==> config.mk <==
export PLATFORM = sky130hd
export DESIGN_NAME = mouse_button_click_tracker
export DESIGN_NICKNAME = d
export VERILOG_FILES = /design/src/mbct_pkg.sv /design/src/mouse_button_click_tracker.sv
export SDC_FILE = /design/constraint.sdc
export NUM_CORES = 2
export LEC_CHECK = 0
export BUFFER_PORTS_ARGS = -buffer_cell sky130_fd_sc_hd__buf_2
export CORE_ASPECT_RATIO = 0.75
export CORE_MARGIN = 5
export CORE_UTILIZATION = 40
export CTS_BUF_LIST = sky130_fd_sc_hd__clkbuf_8
export DETAILED_ROUTE_END_ITERATION = 8
export GPL_ROUTABILITY_DRIVEN = 0
export SLEW_MARGIN = 20
export SYNTH_ARGS = -nofsm -noshare
export SYNTH_HDL_FRONTEND = slang
export SYNTH_SLANG_ARGS = --single-unit
export TNS_END_PERCENT = 5
==> constraint.sdc <==
create_clock -name clk -period 5.5 [get_ports clk]
set_input_delay 1.1 -clock clk [delete_from_list [all_inputs] [get_ports clk]]
set_output_delay 1.1 -clock clk [all_outputs]
set_load 0.03 [all_outputs]
==> src/mbct_pkg.sv <==
`timescale 1ns / 1ps
`default_nettype none
// ----------------------------------------------------------------------------
// mbct_pkg
// Event codes, register indexes and field widths of the pointer event tracker.
// ----------------------------------------------------------------------------
package mbct_pkg;

	// event kinds
	localparam logic [2:0] MODE_MOVE    = 3'd0;
	localparam logic [2:0] MODE_PRESS   = 3'd1;
	localparam logic [2:0] MODE_RELEASE = 3'd2;
	localparam logic [2:0] MODE_SCROLL  = 3'd3;
	localparam logic [2:0] MODE_TICK    = 3'd4;

	// configuration register indexes
	localparam int unsigned CFG_IDX_W = 2;
	localparam int unsigned CFG_DATA_W = 16;
	localparam logic [CFG_IDX_W-1:0] REG_HALF_WIDTH  = 2'd0;
	localparam logic [CFG_IDX_W-1:0] REG_HALF_HEIGHT = 2'd1;
	localparam logic [CFG_IDX_W-1:0] REG_DC_WINDOW   = 2'd2;

	// reset values of the registers
	localparam logic [7:0]  HALF_WIDTH_RST  = 8'd2;
	localparam logic [7:0]  HALF_HEIGHT_RST = 8'd2;
	localparam logic [15:0] DC_WINDOW_RST   = 16'd500;

	// field widths
	localparam int unsigned TIME_W  = 61;
	localparam int unsigned COORD_W = 16;
	localparam int unsigned COUNT_W = 8;
	localparam logic [COUNT_W-1:0] COUNT_MAX = 8'hFF;

	localparam logic signed [COORD_W:0] WHEEL_MAX = 17'sd32767;
	localparam logic signed [COORD_W:0] WHEEL_MIN = -17'sd32768;

	// per-button status flags
	typedef struct packed {
		logic held;
		logic released;
		logic pressed;
	} btn_flags_t;

endpackage
`default_nettype wire

==> src/mouse_button_click_tracker.sv <==
`timescale 1ns / 1ps
`default_nettype none
// ----------------------------------------------------------------------------
// mouse_button_click_tracker
// Pointer event tracker: position, wheel, per-button flags and multi-click
// counting, one status report per event.
// ----------------------------------------------------------------------------
//  channel   handshake            payload
//  -------   ------------------   -------------------------------------------
//  event     in_valid / in_stall  mode, button, coord_x, coord_y, tick_time
//  status    out_valid/out_stall  flags, held_duration, click_count, pointer,
//                                 wheel
//  config    cfg_write            cfg_index, cfg_data (no read-back)
//
//  An event is registered in the input register on acceptance and applied
//  as it advances, when its status is loaded into the output register. One
//  event per cycle is sustained while out_stall is low; the output register
//  and the input register form a two-entry pipe, so in_stall rises only when
//  both are full and out_stall is high. Reset clears all tracker state at once.
// ----------------------------------------------------------------------------
module mouse_button_click_tracker #(
	parameter int unsigned NUM_BUTTONS = 5
) (
	input  wire logic                                 clk,
	input  wire logic                                 arst_n,
	// configuration
	input  wire logic                                 cfg_write,
	input  wire logic [mbct_pkg::CFG_IDX_W-1:0]       cfg_index,
	input  wire logic [mbct_pkg::CFG_DATA_W-1:0]      cfg_data,
	// event request
	input  wire logic                                 in_valid,
	output logic                                      in_stall,
	input  wire logic [2:0]                           mode,
	input  wire logic [2:0]                           button,
	input  wire logic signed [mbct_pkg::COORD_W-1:0]  coord_x,
	input  wire logic signed [mbct_pkg::COORD_W-1:0]  coord_y,
	input  wire logic [mbct_pkg::TIME_W-1:0]          tick_time,
	// status request
	output logic                                      out_valid,
	input  wire logic                                 out_stall,
	output logic                                      press_seen,
	output logic                                      release_seen,
	output logic                                      is_held,
	output logic [mbct_pkg::TIME_W-1:0]               held_duration,
	output logic [mbct_pkg::COUNT_W-1:0]              click_count,
	output logic signed [mbct_pkg::COORD_W-1:0]       pointer_x,
	output logic signed [mbct_pkg::COORD_W-1:0]       pointer_y,
	output logic signed [mbct_pkg::COORD_W-1:0]       wheel_x,
	output logic signed [mbct_pkg::COORD_W-1:0]       wheel_y
);

	localparam int unsigned TW = mbct_pkg::TIME_W;
	localparam int unsigned CW = mbct_pkg::COORD_W;
	localparam logic [2:0] NO_BUTTON = 3'(NUM_BUTTONS);

	// configuration registers
	logic [7:0]  half_w_q;
	logic [7:0]  half_h_q;
	logic [15:0] dc_window_q;

	// input stage
	logic                 valid_s1;
	logic [2:0]           mode_s1;
	logic [2:0]           button_s1;
	logic signed [CW-1:0] coord_x_s1;
	logic signed [CW-1:0] coord_y_s1;
	logic [TW-1:0]        tick_time_s1;

	// tracker state
	mbct_pkg::btn_flags_t flags_q [NUM_BUTTONS];
	logic [TW-1:0]        stamp_q [NUM_BUTTONS];
	logic [TW-1:0]        now_q;
	logic signed [CW-1:0] cursor_x_q;
	logic signed [CW-1:0] cursor_y_q;
	logic signed [CW-1:0] scroll_x_q;
	logic signed [CW-1:0] scroll_y_q;
	logic [2:0]           prev_btn_q;
	logic signed [CW-1:0] prev_x_q;
	logic signed [CW-1:0] prev_y_q;
	logic [TW-1:0]        prev_time_q;
	logic [7:0]           clicks_q;

	// output register
	logic out_valid_q;

	// next-state values
	mbct_pkg::btn_flags_t flags_n [NUM_BUTTONS];
	logic [TW-1:0]        now_n;
	logic signed [CW-1:0] cursor_x_n;
	logic signed [CW-1:0] cursor_y_n;
	logic signed [CW-1:0] scroll_x_n;
	logic signed [CW-1:0] scroll_y_n;
	logic [7:0]           clicks_n;
	logic                 do_press;
	logic                 do_release;
	logic                 btn_ok;
	mbct_pkg::btn_flags_t sel_flags;
	logic [TW-1:0]        sel_stamp;
	logic [TW-1:0]        dur;
	logic                 adv_s1;
	logic                 out_free;

	// box and window checks
	logic signed [CW+1:0] cx_e;
	logic signed [CW+1:0] cy_e;
	logic signed [CW+1:0] px_e;
	logic signed [CW+1:0] py_e;
	logic signed [CW+1:0] w_e;
	logic signed [CW+1:0] h_e;
	logic                 in_box;
	logic [TW:0]          since_click;
	logic                 in_time;
	logic signed [CW:0]   sum_x;
	logic signed [CW:0]   sum_y;

	// pipeline flow
	assign out_free = !out_valid_q || !out_stall;
	assign adv_s1   = valid_s1 && out_free;
	assign in_stall = valid_s1 && !out_free;
	assign out_valid = out_valid_q;

	// configuration writes
	always_ff @(posedge clk or negedge arst_n) begin
		if (!arst_n) begin
			half_w_q    <= mbct_pkg::HALF_WIDTH_RST;
			half_h_q    <= mbct_pkg::HALF_HEIGHT_RST;
			dc_window_q <= mbct_pkg::DC_WINDOW_RST;
		end else if (cfg_write) begin
			if (cfg_index == mbct_pkg::REG_HALF_WIDTH) begin
				half_w_q <= cfg_data[7:0];
			end
			if (cfg_index == mbct_pkg::REG_HALF_HEIGHT) begin
				half_h_q <= cfg_data[7:0];
			end
			if (cfg_index == mbct_pkg::REG_DC_WINDOW) begin
				dc_window_q <= cfg_data;
			end
		end
	end

	// input register
	always_ff @(posedge clk or negedge arst_n) begin
		if (!arst_n) begin
			valid_s1 <= 1'b0;
		end else if (!in_stall) begin
			valid_s1 <= in_valid;
		end
	end

	always_ff @(posedge clk) begin
		if (in_valid && !in_stall) begin
			mode_s1      <= mode;
			button_s1    <= button;
			coord_x_s1   <= coord_x;
			coord_y_s1   <= coord_y;
			tick_time_s1 <= tick_time;
		end
	end

	// multi-click box and window test against the last click
	always_comb begin
		cx_e = (CW+2)'(cursor_x_q);
		cy_e = (CW+2)'(cursor_y_q);
		px_e = (CW+2)'(prev_x_q);
		py_e = (CW+2)'(prev_y_q);
		w_e  = $signed({{(CW-6){1'b0}}, half_w_q});
		h_e  = $signed({{(CW-6){1'b0}}, half_h_q});
		in_box = (cx_e >= px_e - w_e) && (cx_e < px_e + w_e) &&
			(cy_e >= py_e - h_e) && (cy_e < py_e + h_e);
		since_click = {1'b0, now_q} - {1'b0, prev_time_q};
		in_time = !since_click[TW] && (since_click[TW-1:16] == '0) &&
			(since_click[15:0] <= dc_window_q);
	end

	// event decode and state update
	always_comb begin
		btn_ok     = button_s1 < NO_BUTTON;
		do_press   = (mode_s1 == mbct_pkg::MODE_PRESS) && btn_ok;
		do_release = (mode_s1 == mbct_pkg::MODE_RELEASE) && btn_ok;
		now_n      = (mode_s1 == mbct_pkg::MODE_TICK) ? tick_time_s1 : now_q;
		cursor_x_n = cursor_x_q;
		cursor_y_n = cursor_y_q;
		if (mode_s1 == mbct_pkg::MODE_MOVE) begin
			cursor_x_n = coord_x_s1;
			cursor_y_n = coord_y_s1;
		end

		// saturating wheel sums
		sum_x = (CW+1)'(scroll_x_q) + (CW+1)'(coord_x_s1);
		sum_y = (CW+1)'(scroll_y_q) + (CW+1)'(coord_y_s1);
		scroll_x_n = scroll_x_q;
		scroll_y_n = scroll_y_q;
		if (mode_s1 == mbct_pkg::MODE_SCROLL) begin
			scroll_x_n = (sum_x > mbct_pkg::WHEEL_MAX) ? 16'sh7FFF :
				(sum_x < mbct_pkg::WHEEL_MIN) ? 16'sh8000 : sum_x[CW-1:0];
			scroll_y_n = (sum_y > mbct_pkg::WHEEL_MAX) ? 16'sh7FFF :
				(sum_y < mbct_pkg::WHEEL_MIN) ? 16'sh8000 : sum_y[CW-1:0];
		end else if (mode_s1 == mbct_pkg::MODE_TICK) begin
			scroll_x_n = '0;
			scroll_y_n = '0;
		end

		// click run count
		clicks_n = clicks_q;
		if (do_press) begin
			if (button_s1 != prev_btn_q || !in_box || !in_time) begin
				clicks_n = 8'd1;
			end else if (clicks_q != mbct_pkg::COUNT_MAX) begin
				clicks_n = clicks_q + 8'd1;
			end
		end

		// per-button flags and report select
		sel_flags = '0;
		sel_stamp = '0;
		for (int i = 0; i < NUM_BUTTONS; i++) begin
			flags_n[i] = flags_q[i];
			if (mode_s1 == mbct_pkg::MODE_TICK) begin
				flags_n[i].pressed  = 1'b0;
				flags_n[i].released = 1'b0;
			end
			if (button_s1 == 3'(i)) begin
				if (do_press) begin
					flags_n[i].pressed = 1'b1;
					flags_n[i].held    = 1'b1;
				end
				if (do_release) begin
					flags_n[i].released = 1'b1;
					flags_n[i].held     = 1'b0;
				end
				sel_flags = flags_n[i];
				sel_stamp = do_press ? now_q : stamp_q[i];
			end
		end
		dur = sel_flags.held ? (now_n - sel_stamp) : '0;
	end

	// tracker state registers
	always_ff @(posedge clk or negedge arst_n) begin
		if (!arst_n) begin
			for (int i = 0; i < NUM_BUTTONS; i++) begin
				flags_q[i] <= '0;
				stamp_q[i] <= '0;
			end
			now_q       <= '0;
			cursor_x_q  <= '0;
			cursor_y_q  <= '0;
			scroll_x_q  <= '0;
			scroll_y_q  <= '0;
			prev_btn_q  <= NO_BUTTON;
			prev_x_q    <= '0;
			prev_y_q    <= '0;
			prev_time_q <= '0;
			clicks_q    <= '0;
		end else if (adv_s1) begin
			for (int i = 0; i < NUM_BUTTONS; i++) begin
				flags_q[i] <= flags_n[i];
				if (do_press && button_s1 == 3'(i)) begin
					stamp_q[i] <= now_q;
				end
			end
			now_q      <= now_n;
			cursor_x_q <= cursor_x_n;
			cursor_y_q <= cursor_y_n;
			scroll_x_q <= scroll_x_n;
			scroll_y_q <= scroll_y_n;
			clicks_q   <= clicks_n;
			if (do_press) begin
				prev_btn_q  <= button_s1;
				prev_x_q    <= cursor_x_q;
				prev_y_q    <= cursor_y_q;
				prev_time_q <= now_q;
			end
		end
	end

	// output register
	always_ff @(posedge clk or negedge arst_n) begin
		if (!arst_n) begin
			out_valid_q <= 1'b0;
		end else if (out_free) begin
			out_valid_q <= valid_s1;
		end
	end

	always_ff @(posedge clk) begin
		if (adv_s1) begin
			press_seen    <= sel_flags.pressed;
			release_seen  <= sel_flags.released;
			is_held       <= sel_flags.held;
			held_duration <= dur;
			click_count   <= clicks_n;
			pointer_x     <= cursor_x_n;
			pointer_y     <= cursor_y_n;
			wheel_x       <= scroll_x_n;
			wheel_y       <= scroll_y_n;
		end
	end

	// a run count of zero means no press has been seen yet
	a_clicks_vs_prev: assert property (@(posedge clk) disable iff (!arst_n)
		(clicks_q == 8'd0) == (prev_btn_q == NO_BUTTON))
		else $error("click count and last click button disagree");

	// a tick reports a cleared wheel
	a_tick_clears_wheel: assert property (@(posedge clk) disable iff (!arst_n)
		(adv_s1 && mode_s1 == mbct_pkg::MODE_TICK) |=> (wheel_x == '0 && wheel_y == '0))
		else $error("wheel not cleared after tick");

	// an event waiting behind a stalled report is kept
	a_s1_held: assert property (@(posedge clk) disable iff (!arst_n)
		(valid_s1 && out_valid_q && out_stall) |=> valid_s1)
		else $error("pending event lost under stall");

	// a reported press always shows its button held
	a_press_held: assert property (@(posedge clk) disable iff (!arst_n)
		(adv_s1 && do_press) |=> (out_valid && is_held && press_seen))
		else $error("press not reported as held");

endmodule
`default_nettype wire
==> flow_summary.toml <==
[floorplanning]
die_w_um = 406
row_count = 109
num_io_pins = 260
die_h_um = 307
core_area_mm2 = 0.117
start_util = 0.401
die_area_mm2 = 0.125

[global_routing]
overflow = 0
grt_max_degree = 122
grt_pass1_vias = 37600
grt_pass1_wl_um = 224000
grt.total_usage = 0.232
antenna_found_initial = 8

[sta]
slew_violations = 0
skew_ns = 0.0619
fmax_mhz = 178
fin_crit_ns = 5.61
layout_setup_ws_ns = -0.108
finalCritPeriodShare = 1.02
worst_hold_slack_ns = 0.303
worst_pin_slew_ns = 1.15
finalSetupViolCount = 15
rsz0062_at_grt = "yes"
hold_violations = 0
relSlewSlack = 0.235

[setup_path]
path_max_fanout = 6
crit_top_cell = "nor2_1"
critical_path.max_stage_delay_ns = 0.46
crit_buf_inv = 3
critPathTopFamily = "simple AND/OR/NAND/NOR gates"
endpoint_kind = "register"
r2r_cells = 29
critPathKind = "register to register"
slowest_stage = "or4_4"
cp.depth = 29
critPathRequiredTime_ns = 6.25
crit_arrival_ns = 6.36
cp-start-kind = "register"

[clocking]
cts_hold_buf = 0
clockBufferDepth = 3
clk_latency_ns = 0.89
cts_root_buf = "clkbuf_8"
clock-sinks = 818
clk_pin_slew_ns = 0.07
cts-htree-levels = 4
tritoncts = "yes"
cts_buffers = 138

[synthesis]
ys_warn_count = 0
synth_top_area_share = 0.305
synth_area_leaders = "dfrtp_1, edfxtp_1, mux2_2"
yosysTopAreaCell = "dfrtp_1"
synth_fp_nets = 5271
synth_flop_cell = "dfrtp_1"
syn_inst = 4873
syn_area_mm2 = 0.0470
avgSynthCellArea_um2 = 9.65
async_flop_share = 0.713
synth_most_common_cell = "nand2_1"
ys_types = 86
synth-edff-count = 235
ys_seq_area_frac = 0.460
netlist_top_cells_count = "nand2_1, dfrtp_1, nor2_1, mux2_2, o21ai_0"
ys_ff_latch = 818

[drt]
ant_nets = 0
vias_per_cell = 5.56
drt_iter0_drc = 3150
wire_per_inst_um = 21.1
dr.pass1.iters = 5
post-route-drc-count = 0
wl_um = 146000
via_count = 38400

[final_layout]
finalInstanceArea_mm2 = 0.0543
drive_gt1_frac = 0.225
area_growth_pct = 15.4
num-nets-final = 5626
utilization = 0.463

[power_and_ir_drop]
power_density_mw_per_mm2 = 471
ir_drop_mv = 0.301
p_leak_nw = 25.8

[placed_design]
port_buffers = 259
place_ws_ns = -0.264
placed_area_mm2 = 0.0512
dpl.hpwl_um = 104000

[flow_run]
drv_cap = 0

[worst_hold_path]
hold_class = "input port to async pin"

[status]
failed_checks = "setup timing"
status = "finished with violations"
-- metal layers --
layer,global-route usage,part of all wire,routed length (um),up-vias
met5,0,0,0,-
met4,0.0718,0.024,3550,0
met3,0.0491,0.073,10700,207
met2,0.348,0.44,64200,1284
met1,0.335,0.46,67400,18900
li1,-,-,-,18000
-- layout by cell type (no fill, tap or decap), types with 51 or more instances in the layout --
cell        n
a21oi_1   284
o21ai_0   327
nor2_1    402
edfxtp_1  235
mux2_2    391
buf_4     237
xnor2_1   107
inv_1     228
nand3_1    51
ha_1      266
clkbuf_8  155
o221ai_1   57
a21o_1     71
nand2_1   859
dfrtp_1   573
buf_2     258
xor2_1     59
-- layout make-up --
| cell class | instances | area, um2 |
|---|---|---|
| well taps | 1554 | 1940 |
| clock buffers | 155 | 2130 |
| diodes | 10 | 25.0 |
| clock inverters | 96 | 567 |
| fillers | 11300 | 63000 |
| inverters | 174 | 661 |
| flip-flops and latches | 818 | 21700 |
| repair buffers | 514 | 3410 |
| multi-input cells | 3582 | 23900 |
-- stage by stage --
stage          cells  total power [mW]  setup TNS [ns]
5_1_grt         6902              27.3           -4.45
3_3_place_gp    6621              19.5          -0.473
6_report        6903              25.5          -0.877
4_1_cts         6891              25.4         -0.0875
2_1_floorplan   4873              16.1         -0.0314
3_5_place_dp    6621              19.7           -2.27
-- worst paths after layout --
kind                                            from                          end  slack (ns)
setup / recovery             prev_y_q[0]$_DFFE_PN0P_      clicks_q[0]$_DFFE_PN0P_       -0.11
hold / removal                                arst_n  prev_time_q[24]$_DFFE_PN0P_        0.30
setup reg to reg             prev_y_q[0]$_DFFE_PN0P_      clicks_q[0]$_DFFE_PN0P_       -0.11
hold reg to reg            prev_btn_q[2]$_DFFE_PN1P_    prev_btn_q[2]$_DFFE_PN1P_        0.47
max in group asynchronous                     arst_n     stamp_q[249]$_DFFE_PN0P_        4.03
min in group clk                       tick_time[56]   tick_time_s1[56]$_DFFE_PP_        0.39
-- kinds of logic (layout without fill, tap and decap cells) --
group	after synthesis	after routing	share of synthesized area
XOR/XNOR	166	166	0.0309
AND/OR/NAND/NOR	1612	1612	0.147
multiplexers	428	428	0.102
AO/OA/AOI/OAI	1100	1100	0.147
other	0	10	0
adder cells (fa/ha/maj)	276	276	0.0747
flip-flops	818	818	0.460
buffers and inverters	473	939	0.0380
-- what timing repair did --
item / 4_1_cts / 5_1_grt
buffers inserted: 18 / 2
pin swaps: 13 / 10
hold endpoints to repair: 0 / 0
endpoints found under the setup margin: 19 / 35
cloned: 1 / 0
resized for setup: 24 / 41
-- power breakdown --
group | switching (mW) | internal, mW | leakage, nW | total [mW]
clock network | 2.67 | 2.79 | 1.60 | 5.46
registers | 0.906 | 7.44 | 9.99 | 8.35
logic | 6.98 | 4.75 | 14.2 | 11.7
total | 10.6 | 15.0 | 25.8 | 25.5
-- registers in the layout (all words and copies together), names as in the netlist, 15 cells and up --
name,count
wheel_x,16
prev_time_q,61
pointer_y,16
prev_y_q,16
flags_q,15
now_q,61
coord_y_s1,16
prev_x_q,16
tick_time_s1,61
scroll_x_q,16
wheel_y,16
pointer_x,16
cursor_y_q,16
coord_x_s1,16
cursor_x_q,16
scroll_y_q,16
held_duration,61
dc_window_q,16
stamp_q,305
No activity file was read; power rests on OpenSTA's default activity.
